--- config.mk ---
export PLATFORM = sky130hd
export DESIGN_NAME = ir_pulse_to_serial_frame_top_flat
export DESIGN_NICKNAME = d
export VERILOG_FILES = /design/src/rtl/irpf_pkg.sv /design/src/rtl/irpf_pulse_if.sv /design/src/rtl/irpf_frame_if.sv /design/src/rtl/ir_pulse_to_serial_frame_top.sv /design/src/flat_wrapper.sv
export VERILOG_INCLUDE_DIRS = /design/src /design/src/rtl
export SDC_FILE = /design/constraint.sdc
export NUM_CORES = 1
export LEC_CHECK = 0
export ABC_AREA = 0
export BUFFER_PORTS_ARGS = -buffer_cell sky130_fd_sc_hd__buf_4
export CAP_MARGIN = 20
export CORE_MARGIN = 2
export CORE_UTILIZATION = 45
export CTS_CLUSTER_DIAMETER = 150
export DETAILED_ROUTE_END_ITERATION = 7
export PLACE_DENSITY = 0.66
export SYNTH_ARGS = -nofsm -noshare
export SYNTH_HDL_FRONTEND = slang
export SYNTH_SLANG_ARGS = --single-unit
--- constraint.sdc ---
create_clock -name clk -period 9.33 [get_ports clk]
set_input_delay 0.933 -clock clk [delete_from_list [all_inputs] [get_ports clk]]
set_output_delay 0.933 -clock clk [all_outputs]
set_load 0.02 [all_outputs]
--- src/rtl/ir_pulse_to_serial_frame_top_macros.svh ---
// assertion macros for the ir pulse to serial frame block
// used by ir_pulse_to_serial_frame_top, expects clk and rst_n in scope
`ifndef IR_PULSE_TO_SERIAL_FRAME_TOP_MACROS_SVH
`define IR_PULSE_TO_SERIAL_FRAME_TOP_MACROS_SVH

// same-cycle implication
`define IRPF_ASSERT_NOW(label, ante, cons) \
    label: assert property (@(posedge clk) disable iff (!rst_n) (ante) |-> (cons)) \
        else $error("irpf assertion failed");

// next-cycle implication
`define IRPF_ASSERT_NEXT(label, ante, cons) \
    label: assert property (@(posedge clk) disable iff (!rst_n) (ante) |=> (cons)) \
        else $error("irpf assertion failed");

`endif

--- src/rtl/irpf_pkg.sv ---
// shared constants for the ir pulse to serial frame block
// no dependencies
package irpf_pkg;

    localparam int DEFAULT_MAX_DATA_BYTES = 27;

    localparam int SPACE_W   = 16;
    localparam int BYTE_W    = 8;
    localparam int PADDR_W   = 5;
    localparam int PDATA_W   = 32;
    localparam int REG_SEL_W = 3;

    localparam logic [BYTE_W-1:0] WAKE_LEAD = 8'hFA;
    localparam logic [BYTE_W-1:0] WAKE_TAIL = 8'hF1;
    localparam logic [BYTE_W-1:0] FRAME_END = 8'hED;

    localparam int SKIP_FROM_COUNT = 3;
    localparam logic [3:0] BITS_PER_BYTE  = 4'd8;
    localparam logic [3:0] PAIRS_INVERTED = 4'd8;

    localparam logic [SPACE_W-1:0] RESET_BIT_ONE  = 16'd1000;
    localparam logic [SPACE_W-1:0] RESET_DATA_MAX = 16'd2000;
    localparam logic [SPACE_W-1:0] RESET_START    = 16'd4000;
    localparam logic [SPACE_W-1:0] RESET_END      = 16'd5000;

    localparam logic [REG_SEL_W-1:0] REG_CARRIER   = 3'd0;
    localparam logic [REG_SEL_W-1:0] REG_BIT_ONE   = 3'd1;
    localparam logic [REG_SEL_W-1:0] REG_DATA_MAX  = 3'd2;
    localparam logic [REG_SEL_W-1:0] REG_START_MIN = 3'd3;
    localparam logic [REG_SEL_W-1:0] REG_END_MIN   = 3'd4;

    localparam logic FRAME_KIND_WAKE = 1'b0;
    localparam logic FRAME_KIND_DATA = 1'b1;

endpackage

--- src/rtl/irpf_pulse_if.sv ---
// valid/ready channel carrying one ir mark/space pair
// depends on irpf_pkg
interface irpf_pulse_if;
    import irpf_pkg::*;

    logic               valid;
    logic               ready;
    logic [SPACE_W-1:0] space_time;
    logic               first_pair;
    logic               last_pair;

    modport source (output valid, output space_time, output first_pair,
                    output last_pair, input ready);
    modport sink (input valid, input space_time, input first_pair,
                  input last_pair, output ready);
endinterface

--- src/rtl/irpf_frame_if.sv ---
// valid/ready channel carrying one serial output byte
// depends on irpf_pkg
interface irpf_frame_if;
    import irpf_pkg::*;

    logic              valid;
    logic              ready;
    logic [BYTE_W-1:0] out_byte;
    logic              frame_kind;
    logic              last_of_frame;

    modport source (output valid, output out_byte, output frame_kind,
                    output last_of_frame, input ready);
    modport sink (input valid, input out_byte, input frame_kind,
                  input last_of_frame, output ready);
endinterface

--- src/rtl/ir_pulse_to_serial_frame_top.sv ---
// Decodes ir mark/space pairs into serial frames, one pair per transaction. A pair is taken
// only while the block is idle; a first pair emits the two wake bytes before it is
// classified, and an end mark emits a frame of N data bytes, each stored byte being read
// from the frame memory into a read register before it is loaded into the output
// register. Output backpressure stalls the byte output. The frame memory needs no clearing
// after reset.
// depends on irpf_pkg, irpf_pulse_if, irpf_frame_if and the macros header
`include "ir_pulse_to_serial_frame_top_macros.svh"

module ir_pulse_to_serial_frame_top #(
    parameter int MAX_DATA_BYTES = irpf_pkg::DEFAULT_MAX_DATA_BYTES
) (
    input  logic                           clk,
    input  logic                           rst_n,
    irpf_pulse_if.sink                     pulse,
    irpf_frame_if.source                   frame,
    input  logic                           psel,
    input  logic                           penable,
    input  logic                           pwrite,
    input  logic [irpf_pkg::PADDR_W-1:0]   paddr,
    input  logic [irpf_pkg::PDATA_W-1:0]   pwdata,
    output logic [irpf_pkg::PDATA_W-1:0]   prdata,
    output logic                           pready
);
    import irpf_pkg::*;

    localparam int AW = (MAX_DATA_BYTES > 1) ? $clog2(MAX_DATA_BYTES) : 1;
    localparam int CW = $clog2(MAX_DATA_BYTES + 1);

    typedef enum logic [10:0] {
        ST_IDLE      = 11'b000_0000_0001,
        ST_WAKE_LEAD = 11'b000_0000_0010,
        ST_WAKE_TAIL = 11'b000_0000_0100,
        ST_CLASSIFY  = 11'b000_0000_1000,
        ST_F_LEAD    = 11'b000_0001_0000,
        ST_F_COUNT   = 11'b000_0010_0000,
        ST_F_CARRIER = 11'b000_0100_0000,
        ST_F_FETCH   = 11'b000_1000_0000,
        ST_F_DATA    = 11'b001_0000_0000,
        ST_F_SUM     = 11'b010_0000_0000,
        ST_F_END     = 11'b100_0000_0000
    } state_t;

    state_t state_reg, state_next;

    // configuration
    logic [BYTE_W-1:0]  carrier_reg;
    logic [SPACE_W-1:0] bit_one_reg;
    logic [SPACE_W-1:0] data_max_reg;
    logic [SPACE_W-1:0] start_min_reg;
    logic [SPACE_W-1:0] end_min_reg;

    // decoder state
    logic [CW-1:0]      count_reg, count_next;
    logic [BYTE_W-1:0]  sum_reg, sum_next;
    logic [BYTE_W-1:0]  shift_reg, shift_next;
    logic [3:0]         rem_reg, rem_next;
    logic [3:0]         skip_reg, skip_next;
    logic [AW-1:0]      idx_reg, idx_next;
    logic [SPACE_W-1:0] space_reg, space_next;
    logic               last_reg, last_next;

    // output register
    logic               out_valid_reg;
    logic [BYTE_W-1:0]  out_byte_reg;
    logic               out_kind_reg;
    logic               out_last_reg;

    logic               out_free;
    logic               out_load;
    logic [BYTE_W-1:0]  load_byte;
    logic               load_kind;
    logic               load_last;

    // frame memory
    logic [BYTE_W-1:0]  store_mem [MAX_DATA_BYTES];
    logic [BYTE_W-1:0]  rd_data_reg;
    logic               mem_we;
    logic [AW-1:0]      mem_waddr;
    logic [BYTE_W-1:0]  mem_wdata;

    logic [BYTE_W-1:0]  bit_byte;
    logic [3:0]         bit_rem;
    logic [CW-1:0]      count_tmp;
    logic               finish;
    logic               cfg_write;

    // configuration port
    assign pready    = 1'b1;
    assign cfg_write = psel && penable && pwrite && pready;

    always_ff @(posedge clk or negedge rst_n)
    begin
        if (!rst_n)
        begin
            carrier_reg   <= '0;
            bit_one_reg   <= RESET_BIT_ONE;
            data_max_reg  <= RESET_DATA_MAX;
            start_min_reg <= RESET_START;
            end_min_reg   <= RESET_END;
        end
        else if (cfg_write)
        begin
            unique case (paddr[PADDR_W-1:2])
                REG_CARRIER:   carrier_reg   <= pwdata[BYTE_W-1:0];
                REG_BIT_ONE:   bit_one_reg   <= pwdata[SPACE_W-1:0];
                REG_DATA_MAX:  data_max_reg  <= pwdata[SPACE_W-1:0];
                REG_START_MIN: start_min_reg <= pwdata[SPACE_W-1:0];
                REG_END_MIN:   end_min_reg   <= pwdata[SPACE_W-1:0];
                default:       ;
            endcase
        end
    end

    always_comb
    begin
        unique case (paddr[PADDR_W-1:2])
            REG_CARRIER:   prdata = PDATA_W'(carrier_reg);
            REG_BIT_ONE:   prdata = PDATA_W'(bit_one_reg);
            REG_DATA_MAX:  prdata = PDATA_W'(data_max_reg);
            REG_START_MIN: prdata = PDATA_W'(start_min_reg);
            REG_END_MIN:   prdata = PDATA_W'(end_min_reg);
            default:       prdata = '0;
        endcase
    end

    // channels
    assign pulse.ready         = (state_reg == ST_IDLE);
    assign frame.valid         = out_valid_reg;
    assign frame.out_byte      = out_byte_reg;
    assign frame.frame_kind    = out_kind_reg;
    assign frame.last_of_frame = out_last_reg;
    assign out_free            = !out_valid_reg || frame.ready;

    // next bit of the byte being assembled
    always_comb
    begin
        bit_byte = {(space_reg > bit_one_reg),
                    (rem_reg != 4'd0) ? shift_reg[BYTE_W-1:1] : 7'd0};
        bit_rem  = ((rem_reg != 4'd0) ? rem_reg : BITS_PER_BYTE) - 4'd1;
    end

    always_comb
    begin
        state_next = state_reg;
        count_next = count_reg;
        sum_next   = sum_reg;
        shift_next = shift_reg;
        rem_next   = rem_reg;
        skip_next  = skip_reg;
        idx_next   = idx_reg;
        space_next = space_reg;
        last_next  = last_reg;
        out_load   = 1'b0;
        load_byte  = WAKE_LEAD;
        load_kind  = FRAME_KIND_WAKE;
        load_last  = 1'b0;
        mem_we     = 1'b0;
        mem_waddr  = count_reg[AW-1:0];
        mem_wdata  = bit_byte;
        count_tmp  = count_reg;
        finish     = 1'b0;

        unique case (state_reg)
            ST_IDLE:
            begin
                if (pulse.valid)
                begin
                    space_next = pulse.space_time;
                    last_next  = pulse.last_pair;
                    if (pulse.first_pair)
                    begin
                        count_next = '0;
                        sum_next   = '0;
                        shift_next = '0;
                        rem_next   = '0;
                        skip_next  = '0;
                        state_next = ST_WAKE_LEAD;
                    end
                    else
                    begin
                        state_next = ST_CLASSIFY;
                    end
                end
            end
            ST_WAKE_LEAD:
            begin
                if (out_free)
                begin
                    out_load   = 1'b1;
                    load_byte  = WAKE_LEAD;
                    load_kind  = FRAME_KIND_WAKE;
                    state_next = ST_WAKE_TAIL;
                end
            end
            ST_WAKE_TAIL:
            begin
                if (out_free)
                begin
                    out_load   = 1'b1;
                    load_byte  = WAKE_TAIL;
                    load_kind  = FRAME_KIND_WAKE;
                    load_last  = 1'b1;
                    state_next = ST_CLASSIFY;
                end
            end
            ST_CLASSIFY:
            begin
                finish = 1'b1;
                if (skip_reg != 4'd0)
                begin
                    skip_next = skip_reg - 4'd1;
                end
                else if (rem_reg != 4'd0 || space_reg <= data_max_reg)
                begin
                    shift_next = bit_byte;
                    rem_next   = bit_rem;
                    if (bit_rem == 4'd0)
                    begin
                        if (count_reg < CW'(MAX_DATA_BYTES))
                        begin
                            mem_we    = 1'b1;
                            sum_next  = sum_reg + bit_byte;
                            count_tmp = count_reg + CW'(1);
                        end
                        count_next = count_tmp;
                        if (count_tmp >= CW'(SKIP_FROM_COUNT))
                        begin
                            skip_next = PAIRS_INVERTED;
                        end
                    end
                end
                else if (space_reg > start_min_reg && space_reg <= end_min_reg)
                begin
                    count_next = '0;
                    sum_next   = '0;
                end
                else if (space_reg > end_min_reg && count_reg != '0)
                begin
                    finish     = 1'b0;
                    idx_next   = '0;
                    state_next = ST_F_LEAD;
                end
            end
            ST_F_LEAD:
            begin
                if (out_free)
                begin
                    out_load   = 1'b1;
                    load_byte  = WAKE_LEAD;
                    load_kind  = FRAME_KIND_DATA;
                    state_next = ST_F_COUNT;
                end
            end
            ST_F_COUNT:
            begin
                if (out_free)
                begin
                    out_load   = 1'b1;
                    load_byte  = BYTE_W'(count_reg) + BYTE_W'(1);
                    load_kind  = FRAME_KIND_DATA;
                    state_next = ST_F_CARRIER;
                end
            end
            ST_F_CARRIER:
            begin
                if (out_free)
                begin
                    out_load   = 1'b1;
                    load_byte  = carrier_reg;
                    load_kind  = FRAME_KIND_DATA;
                    state_next = ST_F_FETCH;
                end
            end
            ST_F_FETCH:
            begin
                state_next = ST_F_DATA;
            end
            ST_F_DATA:
            begin
                if (out_free)
                begin
                    out_load  = 1'b1;
                    load_byte = rd_data_reg;
                    load_kind = FRAME_KIND_DATA;
                    if (CW'(idx_reg) + CW'(1) == count_reg)
                    begin
                        state_next = ST_F_SUM;
                    end
                    else
                    begin
                        idx_next   = idx_reg + AW'(1);
                        state_next = ST_F_FETCH;
                    end
                end
            end
            ST_F_SUM:
            begin
                if (out_free)
                begin
                    out_load   = 1'b1;
                    load_byte  = 8'h00 - sum_reg;
                    load_kind  = FRAME_KIND_DATA;
                    state_next = ST_F_END;
                end
            end
            ST_F_END:
            begin
                if (out_free)
                begin
                    out_load   = 1'b1;
                    load_byte  = FRAME_END;
                    load_kind  = FRAME_KIND_DATA;
                    load_last  = 1'b1;
                    count_next = '0;
                    sum_next   = '0;
                    finish     = 1'b1;
                end
            end
            default:
            begin
                state_next = ST_IDLE;
            end
        endcase

        if (finish)
        begin
            state_next = ST_IDLE;
            if (last_reg)
            begin
                count_next = '0;
                sum_next   = '0;
                shift_next = '0;
                rem_next   = '0;
                skip_next  = '0;
            end
        end
    end

    always_ff @(posedge clk or negedge rst_n)
    begin
        if (!rst_n)
        begin
            state_reg     <= ST_IDLE;
            count_reg     <= '0;
            sum_reg       <= '0;
            shift_reg     <= '0;
            rem_reg       <= '0;
            skip_reg      <= '0;
            idx_reg       <= '0;
            last_reg      <= 1'b0;
            out_valid_reg <= 1'b0;
        end
        else
        begin
            state_reg <= state_next;
            count_reg <= count_next;
            sum_reg   <= sum_next;
            shift_reg <= shift_next;
            rem_reg   <= rem_next;
            skip_reg  <= skip_next;
            idx_reg   <= idx_next;
            last_reg  <= last_next;
            if (out_load)
            begin
                out_valid_reg <= 1'b1;
            end
            else if (frame.ready)
            begin
                out_valid_reg <= 1'b0;
            end
        end
    end

    // payload registers
    always_ff @(posedge clk)
    begin
        space_reg <= space_next;
        if (out_load)
        begin
            out_byte_reg <= load_byte;
            out_kind_reg <= load_kind;
            out_last_reg <= load_last;
        end
    end

    // frame memory, at most one write and one registered read per cycle
    always_ff @(posedge clk)
    begin
        if (mem_we)
        begin
            store_mem[mem_waddr] <= mem_wdata;
        end
        rd_data_reg <= store_mem[idx_reg];
    end

    `IRPF_ASSERT_NOW(a_count_bounded, 1'b1, count_reg <= CW'(MAX_DATA_BYTES))
    `IRPF_ASSERT_NOW(a_skip_outside_byte, skip_reg != 4'd0, rem_reg == 4'd0)
    `IRPF_ASSERT_NOW(a_fetch_in_range, state_reg == ST_F_DATA, CW'(idx_reg) < count_reg)
    `IRPF_ASSERT_NOW(a_frame_ends_with_end, frame.valid && frame.last_of_frame && frame.frame_kind, frame.out_byte == FRAME_END)
    `IRPF_ASSERT_NEXT(a_first_wakes, pulse.valid && pulse.ready && pulse.first_pair, state_reg == ST_WAKE_LEAD)

endmodule
--- src/flat_wrapper.sv ---
// flat-port wrapper written by rule: the top's interface ports become plain ports
module ir_pulse_to_serial_frame_top_flat import irpf_pkg::*;
#(
    parameter int MAX_DATA_BYTES = irpf_pkg::DEFAULT_MAX_DATA_BYTES
)
  (clk, rst_n, psel, penable, pwrite, paddr, pwdata, prdata, pready, pulse_valid, pulse_space_time, pulse_first_pair, pulse_last_pair, pulse_ready, frame_valid, frame_out_byte, frame_frame_kind, frame_last_of_frame, frame_ready);
  irpf_pulse_if pulse_i ();
  irpf_frame_if frame_i ();
  input  logic clk;
  input  logic rst_n;
  input  logic psel;
  input  logic penable;
  input  logic pwrite;
  input  logic [irpf_pkg::PADDR_W-1:0] paddr;
  input  logic [irpf_pkg::PDATA_W-1:0] pwdata;
  output logic [irpf_pkg::PDATA_W-1:0] prdata;
  output logic pready;
  input wire logic [$bits(pulse_i.valid)-1:0] pulse_valid;
  input wire logic [$bits(pulse_i.space_time)-1:0] pulse_space_time;
  input wire logic [$bits(pulse_i.first_pair)-1:0] pulse_first_pair;
  input wire logic [$bits(pulse_i.last_pair)-1:0] pulse_last_pair;
  output wire logic [$bits(pulse_i.ready)-1:0] pulse_ready;
  output wire logic [$bits(frame_i.valid)-1:0] frame_valid;
  output wire logic [$bits(frame_i.out_byte)-1:0] frame_out_byte;
  output wire logic [$bits(frame_i.frame_kind)-1:0] frame_frame_kind;
  output wire logic [$bits(frame_i.last_of_frame)-1:0] frame_last_of_frame;
  input wire logic [$bits(frame_i.ready)-1:0] frame_ready;
  assign pulse_i.valid = pulse_valid;
  assign pulse_i.space_time = pulse_space_time;
  assign pulse_i.first_pair = pulse_first_pair;
  assign pulse_i.last_pair = pulse_last_pair;
  assign pulse_ready = pulse_i.ready;
  assign frame_valid = frame_i.valid;
  assign frame_out_byte = frame_i.out_byte;
  assign frame_frame_kind = frame_i.frame_kind;
  assign frame_last_of_frame = frame_i.last_of_frame;
  assign frame_i.ready = frame_ready;
  ir_pulse_to_serial_frame_top #(.MAX_DATA_BYTES(MAX_DATA_BYTES)) u_core (.clk(clk), .rst_n(rst_n), .pulse(pulse_i), .frame(frame_i), .psel(psel), .penable(penable), .pwrite(pwrite), .paddr(paddr), .pwdata(pwdata), .prdata(prdata), .pready(pready));
endmodule
### Yosys cells after proc, flatten, opt, wreduce, memory -nomap -nowiden

Memory sizes are Yosys's and may differ from the RTL's. A register that Yosys moved wholly into a read port is not among the register bits.
Index checks and enable logic that the tools add are counted.

| word-level totals | value |
|---|---|
| bits in registers | 145 |
| bits in latches | 0 |
| bits in writable memories | 216 |
| ROM bits | 0 |
| input bits | 62 |
| output and inout bits | 45 |
| memories | 1 |

Memory list:

| memory | words | bits a word | read ports | clocked after Yosys merged registers in | write ports | RTL line | text |
|---|---|---|---|---|---|---|---|
| u_core.store_mem | 27 | 8 | 1 | 1 | 1 | ir_pulse_to_serial_frame_top.sv:76 | `logic [BYTE_W-1:0] store_mem [MAX_DATA_BYTES];` |

| cells by class | value |
|---|---|
| $add $sub $neg | 7 |
| multiply operators | 0 |
| divide/modulo/power cells | 0 |
| $lt $le $gt $ge | 7 |
| eq/ne operators | 35 |
| shift-type cells | 0 |
| mux-type cells | 98 |
| bitwise logic cells | 0 |
| reductions and logical operators | 25 |

Operator list:

| operator | number |
|---|---|
| 2-to-1 mux 8 bit | 20 |
| 2-to-1 mux 11 bit | 13 |
| case mux 11 bit (11 select lines) | 1 |
| 2-to-1 mux 5 bit | 21 |
| case mux 16 bit (5 select lines) | 1 |
| 2-to-1 mux 4 bit | 17 |
| > comparator 16 bit | 3 |
| case mux 8 bit (6 select lines) | 1 |
| <= comparator 16 bit | 2 |
| != test 3 x 1 -> 1 bit (second input constant) | 8 |
| case mux 8 bit (3 select lines) | 1 |
| case mux 4 bit (2 select lines) | 2 |
| case mux 8 bit (2 select lines) | 1 |
| 2-to-1 mux 1 bit | 15 |
| case mux 5 bit (3 select lines) | 1 |
| AND reduction 13 bit | 1 |
| != test 3 x 2 -> 1 bit (second input constant) | 4 |
| AND reduction 2 bit | 6 |
| equality test 11 x 1 -> 1 bit (second input constant) | 1 |
| equality test 11 x 10 -> 1 bit (second input constant) | 1 |
| equality test 11 bit (second input constant) | 1 |
| equality test 11 x 2 -> 1 bit (second input constant) | 1 |
| equality test 11 x 3 -> 1 bit (second input constant) | 1 |
| equality test 11 x 4 -> 1 bit (second input constant) | 1 |
| other kinds (34) | 48 |

### Logic depth before layout (Yosys ltp)

| depth | value |
|---|---|
| depth in word-level cells | 16 |
| depth in mapped cells | 13 |

### Worst setup path before layout

OpenSTA, ideal clock, no wires.

| timing path | value |
|---|---|
| path kind | register to register |
| start | register u_core.rem_reg[0] |
| end | register u_core.sum_reg[7] |
| setup time | 66 ps |
| arrival | 3,393 ps |
| data required time | 9,264 ps |
| path slack | 5,871 ps |
| cell stages (with the launch flop) | 13 |
| path buffers | 0 |
| period minus slack after synthesis | 3,459 ps |
| path through | dfrtp_1 inv_1 ha_1 nor3b_2 nor2b_1 ha_1 a21o_1 a21oi_1 o21ai_0 o41ai_1 xor2_1 o32a_1 nand2_1 |

| between the ends | value |
|---|---|
| cells in the longest elaborated chain, start to end | 10 |

RTL lines:

| element | RTL line | text |
|---|---|---|
| from (decl) | ir_pulse_to_serial_frame_top.sv:57 | `logic [3:0] rem_reg, rem_next;` |
| from (signal assigned) | ir_pulse_to_serial_frame_top.sv:360 | `rem_reg <= rem_next;` |
| nonzero test 4 bit (*) | ir_pulse_to_serial_frame_top.sv:139 | `(rem_reg != 4'd0) ? shift_reg[BYTE_W-1:1] : 7'd0};` |
| 2-to-1 mux 7 bit (*) | ir_pulse_to_serial_frame_top.sv:139 |  |
| named net u_core.bit_byte[1] | ir_pulse_to_serial_frame_top.sv:82 | `logic [BYTE_W-1:0] bit_byte;` |
| adder 8 bit (*) | ir_pulse_to_serial_frame_top.sv:223 | `sum_next = sum_reg + bit_byte;` |
| 2-to-1 mux 8 bit (*) | ir_pulse_to_serial_frame_top.sv:220 | `if (count_reg < CW'(MAX_DATA_BYTES))` |
| 2-to-1 mux 8 bit (*) | ir_pulse_to_serial_frame_top.sv:218 | `if (bit_rem == 4'd0)` |
| 2-to-1 mux 8 bit (*) | ir_pulse_to_serial_frame_top.sv:214 | `else if (rem_reg != 4'd0 \|\| space_reg <= data_max_reg)` |
| 2-to-1 mux 8 bit (*) | ir_pulse_to_serial_frame_top.sv:210 | `if (skip_reg != 4'd0)` |
| case mux 8 bit (3 select lines) (*) | ir_pulse_to_serial_frame_top.sv:164 | `unique case (state_reg)` |
| 2-to-1 mux 8 bit | ir_pulse_to_serial_frame_top.sv:329 | `if (last_reg)` |
| 2-to-1 mux 8 bit (*) | ir_pulse_to_serial_frame_top.sv:326 | `if (finish)` |
| named net u_core.sum_next[7] | ir_pulse_to_serial_frame_top.sv:55 | `logic [BYTE_W-1:0] sum_reg, sum_next;` |
| to (signal assigned) | ir_pulse_to_serial_frame_top.sv:358 | `sum_reg <= sum_next;` |
| to (decl) | ir_pulse_to_serial_frame_top.sv:55 |  |

The timed path passes the listed nets; every way through them passes the cells marked *.
A chain may end at the register's enable or synchronous reset.

### Final worst setup path

| timing path | value |
|---|---|
| start | register u_core.data_max_reg[7] |
| end | memory u_core.store_mem[24][3], enable pin |

| between the ends | value |
|---|---|
| cells in the longest elaborated chain, start to end | 7 |

RTL lines:

| element | RTL line | text |
|---|---|---|
| from (decl) | ir_pulse_to_serial_frame_top.sv:49 | `logic [SPACE_W-1:0] data_max_reg;` |
| from (signal assigned) | ir_pulse_to_serial_frame_top.sv:107 | `REG_DATA_MAX: data_max_reg <= pwdata[SPACE_W-1:0];` |
| <= comparator 16 bit | ir_pulse_to_serial_frame_top.sv:214 |  |
| logical OR 1 bit | ir_pulse_to_serial_frame_top.sv:214 |  |
| 2-to-1 mux 1 bit | ir_pulse_to_serial_frame_top.sv:214 |  |
| 2-to-1 mux 1 bit | ir_pulse_to_serial_frame_top.sv:210 |  |
| 2-to-1 mux 1 bit | ir_pulse_to_serial_frame_top.sv:164 |  |
| 2-to-1 mux 1 bit | ir_pulse_to_serial_frame_top.sv:390 | `if (mem_we)` |
| 2-to-1 mux 1 bit (not written as such) | ir_pulse_to_serial_frame_top.sv:392 | `store_mem[mem_waddr] <= mem_wdata;` |
| to (decl) | ir_pulse_to_serial_frame_top.sv:76 |  |

No other way between the ends.

==> impl_summary.md <==
Status
The flow ran to the end, and the final reports show no timing, DRC or antenna violations.

Routing
The average detailed-routed wire length per instance is 21.0 um. In the routed design, unresolved DRC markers number 0. The first detailed-routing pass took 6 iterations. The number of DRC markers in iteration 0 is 1240. The via density per instance is 5.79.

The sum of routed wire length over all layers is 44000 um. The residual antenna-violating net count after detailed routing is 0. The detailed router placed 12100 vias in this run.

Die
For this configuration, the core starts out at a cell density of 45.4%. The total core area is 0.0395 sq mm. The die span in x is 204 um. 107 I/O pins were placed. The area of the die is 0.0415 sq mm. The die is 204 um tall. In this run the core area contains 73 standard-cell rows.

Critical path
The largest fanout of any net on the critical path is 11. The end of the worst register-to-register path is u_core.store_mem[24][3]. The start of the worst register-to-register path is u_core.data_max_reg[7]. The worst reg-to-reg path cell count is 11. STA puts the critical path data arrival time at 4750 ps. The largest single stage delay on the critical path is 690 ps. The highest-delay cell along the critical path is nor3_1. The signal on the critical path passes through inv_1 -> ha_1 -> a41o_1 -> a21oi_1 -> o21ai_0 -> o31ai_4 -> nand2_2 -> nor3_2 -> nand2_1 -> nor3_1 -> buf_4. The worst register-to-register path has a setup slack of 4870 ps. The worst setup path is launched from a flip-flop. The worst setup path is captured at a flip-flop.

Data on the critical path is required at its endpoint by 9610 ps. The worst setup path is of the flip-flop to flip-flop kind.

STA
The worst clock skew on the final layout is 44.5 ps. For the pin with the worst max-slew slack, the measured transition is 1050 ps. The time the final worst path needs with I/O delays and setup is 4460 ps. The hold violation count in the final report is 0.

Timing would allow up to 224 MHz. Setup repair after global routing left no endpoint under its margin. Dividing the final minimum period by the clock period gives 47.8%.

In the final timing run, aggregate negative setup slack is 0 ps. The count of pins over their slew limit came to 0. Setup violations remaining at the end of the flow were counted as 0. The worst pin sits at a relative slew slack of 30.1%.

Clock network
Buffers inserted during clock tree synthesis total 41. The maximum number of buffers from clock root to sink is 3. The count of buffers added by post-CTS timing repair for setup is 0. The TritonCTS clock tree is built. The maximum level of the CTS H-tree is 2.

The number of gates resized after CTS was 0. The tree is rooted in a clkbuf_16. The later pin in the worst-skew pair is clocked with a latency of 570 ps. The total clock sinks is 368. The clock-pin slew on the worst setup and hold paths is 60 ps. For this design, the CTS-stage hold fixing added 0 buffers.

Global route
The number of global-route vias before repair came to 11700. The residual overflow from global routing is 0. The largest net degree at the start of global routing is 84.

Global routing consumed, over all layers together, 21.4% of the routing resources. The initial antenna violation count is 0. The first global-routing pass estimated 68100 um of wire.

Finish
At the end of the flow, the number of nets in the layout was 1687. The fraction of layout instances using a drive strength above 1 is 16.8%. The number of flip-flops in the largest register is 216. The synthesis-to-layout area growth is 13.0%.

The register with the most flip-flops is u_core.store_mem. The number of antenna diodes is 0. Once layout is complete, the utilization of the core stands at 51.3%.

Yosys
The number of synthesized flops with an enable pin is 242. The number of instances in the synthesized netlist is 1474. After Yosys synthesis, XOR and XNOR cells account for 1.07% of the synthesized area. By area, the combinational part of the netlist is dominated by compound AO/OA/AOI/OAI gates. The average instance area after synthesis is 12.2 sq um.

In this run, distinct cell masters in the synthesized netlist total 86. Ranked by total cell area, the synthesized netlist is headed by edfxtp_1 (40%), dfrtp_1 (13%), ha_1 (5.7%). The arithmetic-cell share of the synthesized area counting full adders, half adders and majority gates is 5.82%. Of all flip-flops after synthesis, the portion carrying an async set or reset was 32.1%. After Yosys synthesis, and, or, nand and nor cells account for 10.6% of the synthesized area. The multiplexer share of the synthesized area is 8.57%. The post-synthesis compound-gate area fraction is 12.0%.

The register bit total from synthesis is 368. The commonest cells after synthesis are edfxtp_1 (242), nand2_1 (156), o21ai_0 (116). Summing every instance area after synthesis gives 0.0180 sq mm. Of the post-synthesis cell area, the dominant cell type holds 40.4%. Among all cell types in the netlist, the one instantiated most often is edfxtp_1.

The share of the Yosys chip area taken by registers is 57.9%. The largest total area in the synthesized netlist belongs to edfxtp_1. The number of warnings reported in the yosys synthesis log is 0.

The most used flip-flop cell after synthesis is edfxtp_1.

Min path
The class of the most critical hold timing path is input pin to async pin.

Job
The max-capacitance violation count is 0.

Power and ir drop
Dividing total power by cell area gives a power density of 225 mW/mm^2. The leakage power of the design is 7.83 nW. The overall power is 4.56 mW. The largest vdd supply drop is 0.164 mV.

Placement
Routability-driven placement finished with a final weighted congestion of 0.913. Port buffering added 71 buffers. Once detailed placement completed, the half-perimeter wirelength came to 29300 um.
-- through the flow --
stage          hold slack [ps]  area (sq um)  cells  worst slack [ps]
4_1_cts                    326         20300   2096              4770
6_report                   334         20300   2099              4870
2_1_floorplan              481         18000   1489              5870
3_5_place_dp               513         19000   2021              4790
5_1_grt                    346         20300   2099              4580
3_3_place_gp               499         19000   2019              4700
-- power breakdown --
group	internal, mW	switching, mW	leakage, nW
combinational	0.362	0.652	3.35
sequential	1.91	0.117	3.87
clock	0.863	0.656	0.611
-- placed cells by master (no fill, tap or decap), drive strengths merged, types with 5 or more instances in the layout --
master / instances
nor3: 19
dfxtp: 8
nand2b: 8
mux2i: 56
nor2b: 16
dfstp: 24
dfrtp: 94
xor2: 10
o211ai: 20
nand3: 25
conb: 17
nor4: 8
inv: 84
nor2: 100
nand4: 17
nor3b: 5
o21ai: 118
clkbuf: 55
a21oi: 63
xnor2: 12
buf: 94
a22oi: 22
o22ai: 10
ha: 82
and2: 8
a311oi: 6
edfxtp: 242
and3: 11
mux2: 23
o221ai: 24
nand2: 157
and4: 6
a21o: 11
clkinv: 17
a221oi: 10
mux4: 32
-- routing by layer --
layer | global-route usage (%) | vias to the layer above | wire length (um)
li1 | - | 5607 | -
met1 | 30.4 | 5981 | 19100
met2 | 33.4 | 476 | 20300
met3 | 4.02 | 80 | 3180
met4 | 6.91 | 0 | 1360
met5 | 0 | - | 0
-- critical path: cells and delay by family (launching register included) --
kind            cells  cell delay [ps]
buf+inv             2              330
compound gates      4             1140
flops               1              530
fa+ha+maj           1              310
simple gates        4             1870
-- worst max path at each step --
stage | from | depth (start not counted) | slack, ps | endpoint
after global routing | u_core.data_max_reg[7] | 11 | 4580 | u_core.store_mem[24][3]
final | u_core.data_max_reg[7] | 11 | 4870 | u_core.store_mem[24][3]
after CTS | u_core.data_max_reg[7] | 10 | 4770 | u_core.store_mem[26][0]
after floorplan | u_core.rem_reg[0] | 12 | 5870 | u_core.sum_reg[7]
after global placement | u_core.data_max_reg[7] | 10 | 4700 | u_core.store_mem[24][3]
after detailed placement | u_core.data_max_reg[7] | 10 | 4790 | u_core.store_mem[26][3]
-- cell type report --
type	count	area (sq um)
inverter	83	312
sequential	368	10400
clock buffer	55	1100
clock inverter	20	169
fill	3375	19200
multi-input combinational	954	6930
timing repair buffer	94	721
tap	525	657
-- logic make-up after synthesis --
kind of cell               after synthesis
AOI/OAI and AO/OA                      327
xor gates and xnor gates                22
adders and majority gates               83
buffers and inverters                  167
DFF                                    368
muxes                                  111
other                                    2
and+or+nand+nor                        394
(Power assumes the default switching activity.)
